`config.mk`:
```
export PLATFORM = sky130hd
export DESIGN_NAME = whht_ctrl
export DESIGN_NICKNAME = d
export VERILOG_FILES = /design/src/rtl/whht_pkg.sv /design/src/rtl/whht_ctrl.sv
export SDC_FILE = /design/constraint.sdc
export NUM_CORES = 1
export LEC_CHECK = 0
export BUFFER_PORTS_ARGS = -buffer_cell sky130_fd_sc_hd__buf_2
export CAP_MARGIN = 20
export CELL_PAD_IN_SITES_DETAIL_PLACEMENT = 1
export CELL_PAD_IN_SITES_GLOBAL_PLACEMENT = 1
export CORE_MARGIN = 2
export CORE_UTILIZATION = 23
export DETAILED_ROUTE_END_ITERATION = 10
export PLACE_DENSITY = 0.68
export SYNTH_ARGS = -nofsm -noshare
export SYNTH_HDL_FRONTEND = slang
export SYNTH_SLANG_ARGS = --single-unit
```
`constraint.sdc`:
```
create_clock -name clock -period 1.1 [get_ports clock]
set_input_delay 0.165 -clock clock [delete_from_list [all_inputs] [get_ports clock]]
set_output_delay 0.165 -clock clock [all_outputs]
set_load 0.02 [all_outputs]
```
`src/rtl/whht_pkg.sv`:
```
// ----------------------------------------------------------------------------
// whht_pkg
// Shared widths, register indexes, command/status types and the saturating
// adder for the weighted heavy-hitter table.
// ----------------------------------------------------------------------------
package whht_pkg;

   localparam int KEY_W    = 32;
   localparam int CNT_W    = 32;
   localparam int WGT_W    = 16;
   localparam int TIU_W    = 9;
   localparam int KEEP_W   = 8;
   localparam int BUDGET_W = 10;
   localparam int CSR_W    = 9;

   localparam logic CSR_TABLE_IN_USE = 1'b0;
   localparam logic CSR_KEEP_COUNT   = 1'b1;

   localparam logic [TIU_W-1:0]  TIU_RESET  = 9'd256;
   localparam logic [KEEP_W-1:0] KEEP_RESET = 8'd64;

   localparam logic ACT_UPDATE = 1'b0;
   localparam logic ACT_QUERY  = 1'b1;

   typedef struct packed {
      logic latch_req;
      logic srch_rd;
      logic srch_cmp;
      logic decide;
      logic ev_start;
      logic out_rd;
      logic out_lat;
      logic in_rd;
      logic in_cmp;
      logic apply;
      logic cp_rd;
      logic cp_wr;
      logic ev_end;
      logic insert;
      logic emit;
   } cmd_type;

   typedef struct packed {
      logic total_zero;
      logic match;
      logic srch_last;
      logic need_evict;
      logic is_miss_update;
      logic rank_en;
      logic m_zero;
      logic j_last;
      logic i_last;
      logic rank_ok;
      logic slot_free;
   } status_type;

   function automatic logic [CNT_W-1:0] sat_add(input logic [CNT_W-1:0] a,
                                                input logic [CNT_W-1:0] b);
      logic [CNT_W:0] s;
      s = {1'b0, a} + {1'b0, b};
      return s[CNT_W] ? {CNT_W{1'b1}} : s[CNT_W-1:0];
   endfunction

endpackage

```
`src/rtl/whht_ctrl.sv`:
```
// ----------------------------------------------------------------------------
// whht_ctrl
// Sequencer for lookup, update, insert and the rank-select eviction.
// ----------------------------------------------------------------------------
module whht_ctrl (
   input  logic                  clock,
   input  logic                  reset,
   input  logic                  req_valid,
   output logic                  req_ready,
   input  whht_pkg::status_type  status,
   output whht_pkg::cmd_type     cmd
);
   import whht_pkg::*;

   localparam logic [3:0] S_IDLE     = 4'd0;
   localparam logic [3:0] S_SRCH_RD  = 4'd1;
   localparam logic [3:0] S_SRCH_CMP = 4'd2;
   localparam logic [3:0] S_DECIDE   = 4'd3;
   localparam logic [3:0] S_EV_START = 4'd4;
   localparam logic [3:0] S_OUT_RD   = 4'd5;
   localparam logic [3:0] S_OUT_LAT  = 4'd6;
   localparam logic [3:0] S_IN_RD    = 4'd7;
   localparam logic [3:0] S_IN_CMP   = 4'd8;
   localparam logic [3:0] S_APPLY    = 4'd9;
   localparam logic [3:0] S_CP_RD    = 4'd10;
   localparam logic [3:0] S_CP_WR    = 4'd11;
   localparam logic [3:0] S_EV_END   = 4'd12;
   localparam logic [3:0] S_INSERT   = 4'd13;
   localparam logic [3:0] S_DONE     = 4'd14;

   logic [3:0] state_ff, state_in;

   assign req_ready = (state_ff == S_IDLE);

   always_comb begin
      cmd      = '0;
      state_in = state_ff;
      case (state_ff)
         S_IDLE: begin
            if (req_valid) begin
               cmd.latch_req = 1'b1;
               state_in = status.total_zero ? S_DECIDE : S_SRCH_RD;
            end
         end
         S_SRCH_RD: begin
            cmd.srch_rd = 1'b1;
            state_in = S_SRCH_CMP;
         end
         S_SRCH_CMP: begin
            cmd.srch_cmp = 1'b1;
            if (status.match || status.srch_last) state_in = S_DECIDE;
            else state_in = S_SRCH_RD;
         end
         S_DECIDE: begin
            cmd.decide = 1'b1;
            if (status.need_evict) state_in = S_EV_START;
            else if (status.is_miss_update) state_in = S_INSERT;
            else state_in = S_DONE;
         end
         S_EV_START: begin
            cmd.ev_start = 1'b1;
            state_in = status.rank_en ? S_OUT_RD : S_APPLY;
         end
         S_OUT_RD: begin
            cmd.out_rd = 1'b1;
            state_in = S_OUT_LAT;
         end
         S_OUT_LAT: begin
            cmd.out_lat = 1'b1;
            state_in = S_IN_RD;
         end
         S_IN_RD: begin
            cmd.in_rd = 1'b1;
            state_in = S_IN_CMP;
         end
         S_IN_CMP: begin
            cmd.in_cmp = 1'b1;
            if (!status.j_last) state_in = S_IN_RD;
            else if (status.rank_ok || status.i_last) state_in = S_APPLY;
            else state_in = S_OUT_RD;
         end
         S_APPLY: begin
            cmd.apply = 1'b1;
            state_in = status.m_zero ? S_EV_END : S_CP_RD;
         end
         S_CP_RD: begin
            cmd.cp_rd = 1'b1;
            state_in = S_CP_WR;
         end
         S_CP_WR: begin
            cmd.cp_wr = 1'b1;
            state_in = status.i_last ? S_EV_END : S_CP_RD;
         end
         S_EV_END: begin
            cmd.ev_end = 1'b1;
            state_in = S_INSERT;
         end
         S_INSERT: begin
            cmd.insert = 1'b1;
            state_in = S_DONE;
         end
         S_DONE: begin
            if (status.slot_free) begin
               cmd.emit = 1'b1;
               state_in = S_IDLE;
            end
         end
         default: begin
            state_in = S_IDLE;
         end
      endcase
   end

   always_ff @(posedge clock) begin
      if (reset) state_ff <= S_IDLE;
      else state_ff <= state_in;
   end

endmodule

```
==> impl_metrics.csv <==
group,metric,value,unit
logic_synthesis,ys_warn_count,0,
logic_synthesis,synthDistinctLibCells,28,
clock_tree,clock_latency,260,ps
worst_setup_path,critPathMaxStageDelay,360,ps
detailed_routing,drt_wl_total,2820,um
cells_and_area,syn_to_final_growth,143,%
clock_tree,cts_sinks,4,
sta,min_period_over_period,135,%
cells_and_area,antenna_cells,0,
die,rows,16,
cells_and_area,largest_register_ffs,4,
worst_setup_path,r2r_slack,-280,ps
clock_tree,clockBufferDepth,2,
cells_and_area,fill_cells,248,
global_routing,grt_max_degree,13,
die,io_pins,30,
sta,fmax,0.675,GHz
worst_setup_path,startpoint_type,"flip-flop",
pwr,power.internal,0.983,mW
logic_synthesis,yosys.area_share.simple,43.5,%
worst_setup_path,crit_chain,"nand2b_1, nor3_2, buf_4",
pwr,p_sw,0.930,mW
pwr,combPwrFrac,73.5,%
worst_setup_path,cp_data_required_time,940,ps
die,dieArea,2430,sq um
logic_synthesis,synthCells,76,
pwr,vdd.ir_drop.worst,0.00127,V
worst_setup_path,setup.worst_path.start,"state_ff[2]",
sta,worstMarginPinSlew,357,ps
logic_synthesis,yosys.area.top_type,"dfxtp_1",
sta,period_minus_slack,1480,ps
detailed_routing,drtIter0Drc,19,
clock_tree,path_clk_slew,50,ps
detailed_routing,num_vias,791,
sta,hold_viol,0,
die,core_area,1940,sq um
placement,numPortBuffers,29,
worst_setup_path,r2r_start,"state_ff[2]",
clock_tree,h-tree-depth,1,
global_routing,first_global_vias,799,
cells_and_area,mostFrequentLayoutCell,"buf_4",
sta,whs,149,ps
die,fp.dieH,49.3,um
cells_and_area,top_register,"state_ff",
worst_setup_path,cpLargestDelayFamily,"simple AND/OR/NAND/NOR gates",
sta,maxSlewViolCount,0,
die,die-width,49.3,um
cells_and_area,final_cell_mix,"22 x buf_4, 18 x buf_6, 14 x buf_2",
detailed_routing,ant_nets,0,
logic_synthesis,synth_area_leaders,"dfxtp_1 17%, nor2_1 12%, nor3_1 8.5%, nand2b_1 6.6%, o21ai_0 6.4%",
logic_synthesis,synthAdderAreaFrac,0,%
detailed_routing,wire_per_inst,18.3,um
die,start_util,24.3,%
worst_hold_path,hold_depth,2,
pwr,switching_share,48.6,%
worst_setup_path,crit_arrival,1320,ps
logic_synthesis,ys_ff_latch,4,
placement,place.gp.congestion,0.778,
worst_hold_path,worst_hold_path_type,"in -> reg",
worst_setup_path,rr_endpoint,"state_ff[0]",
cells_and_area,layout-drive-gt1-share,70.1,%
detailed_routing,vias_per_cell,5.14,
logic_synthesis,synth_compound_area_share,27.9,%
sta,skew,6.40,ps
clock_tree,cts_root_buffer,"clkbuf_4",
global_routing,globalRoute.totalOverflow,0,
worst_setup_path,endpoint_kind,"primary output",
pwr,clock_power_share,10.9,%
logic_synthesis,avgSynthCellArea,6.21,sq um
cells_and_area,multi_input_area,547,sq um
placement,post-place-ws,-198,ps
job,maxCapViolations,0,
detailed_routing,dr.pass1.iters,4,
logic_synthesis,synthMuxAreaShare,2.12,%
logic_synthesis,synth_top_family_by_area,"simple AND/OR/NAND/NOR gates",
global_routing,grt_pass1_wl,4110,um
cells_and_area,reg.largest.list,"state_ff: 4 flops",
run_status,status,"finished with violations",
detailed_routing,drc,0,
global_routing,grt.total_usage,22.6,%
worst_setup_path,cp_num_buf_inv,1,
clock_tree,numCtsBuffers,3,
logic_synthesis,yosys.area.top_type_share,17.0,%
worst_setup_path,ff2ff_path_depth,5,
logic_synthesis,synth_xor_area_share,0,%
logic_synthesis,seq_area_frac_synth,17.0,%
worst_setup_path,path_depth,3,
cells_and_area,final-seq-area,95.1,sq um
sta,setup_ws,-382,ps
pwr,p_leak,0.489,nW
sta,slew_headroom,76.2,%
placement,detailed_place_hpwl,1630,um
pwr,total_power,1.91,mW
worst_setup_path,endpoint,"cmd[13]",
worst_setup_path,crit_type,"reg -> out",
global_routing,antenna_found_initial,0,
logic_synthesis,syn-num-nets,90,
run_status,violations,"setup timing",
sta,grt_setup_unrepaired,"yes",
worst_setup_path,slowest_stage,"dfxtp_4",
pwr,powerDensity,1670,nW/um^2
cells_and_area,final_nets,143,
clock_tree,cts_tree,"done",
logic_synthesis,synth_area,472,sq um
worst_setup_path,worstPathMaxFanout,5,
pwr,power_frac_seq,15.6,%
sta,setup_viol,20,
-- repair_timing --
action                     in CTS  in global routing
hold buffers                    0                  0
cloned                          0                  0
setup buffers                   4                  4
pin swaps                      11                  9
gates resized for setup        40                 26
setup endpoints to repair      20                 20
-- power groups by stage --
stage	clock (mW)	combinational, mW	sequential (mW)
3_5_place_dp	0	0.971	0.267
5_1_grt	0.223	1.48	0.306
3_3_place_gp	0	0.942	0.262
2_1_floorplan	0	0.663	0.230
4_1_cts	0.198	1.19	0.279
6_report	0.209	1.41	0.297
-- logic make-up after synthesis --
logic type      Yosys count
buf+inv                   9
compound gates           20
flops                     4
simple gates             42
mux                       1
-- how the worst min path moves through the flow --
| stage | from | end | slack, ps |
|---|---|---|---|
| 5_1_grt | reset | state_ff[3] | 160 |
| 2_1_floorplan | reset | state_ff[3] | 240 |
| 3_3_place_gp | reset | state_ff[3] | 400 |
| 3_5_place_dp | reset | state_ff[3] | 410 |
| 6_report | reset | state_ff[3] | 150 |
| 4_1_cts | reset | state_ff[3] | 140 |
-- through the flow --
step                std cells  instance area, sq um  utilization (%)  setup TNS (ps)
floorplan                  76                   581                -            -901
global placement          145                   847             43.6           -1570
detailed placement        145                   847             43.6           -2180
CTS                       152                  1020             52.7           -4750
global route              154                  1150             59.1           -6360
finish                    154                  1150             59.1           -5380
-- synthesized netlist by cell type --
master,n
o21a_1,1
dfxtp_1,4
nor4_1,1
nand3b_1,1
nand2_1,5
nor3_1,8
or3b_1,1
o2111ai_1,1
buf_2,3
o32a_1,1
nand3_1,2
nand2b_1,5
a21oi_1,4
or4_1,1
inv_1,3
o211ai_1,1
and3_1,2
clkbuf_1,2
o32ai_1,1
and2_1,1
nor2_1,15
o22a_1,1
a2bb2oi_1,1
o21ai_0,6
buf_6,1
a211oi_1,2
mux2i_1,1
a31oi_1,1
-- layer usage --
metal	global-route usage [%]	vias to the layer above	share of wire [%]
met2	39.4	29	49
met5	0	-	0
met4	7.14	0	4.7
met1	28.2	377	41
li1	-	374	-
met3	3.37	11	5.1
-- final cells by class --
cell class,count,area share (%)
multi-input cells,63,47.7
repair buffers,54,38.2
flip-flops and latches,4,8.29
well taps,27,2.94
clock buffers,3,1.96
inverters,3,0.981
(Power assumes the default switching activity.)
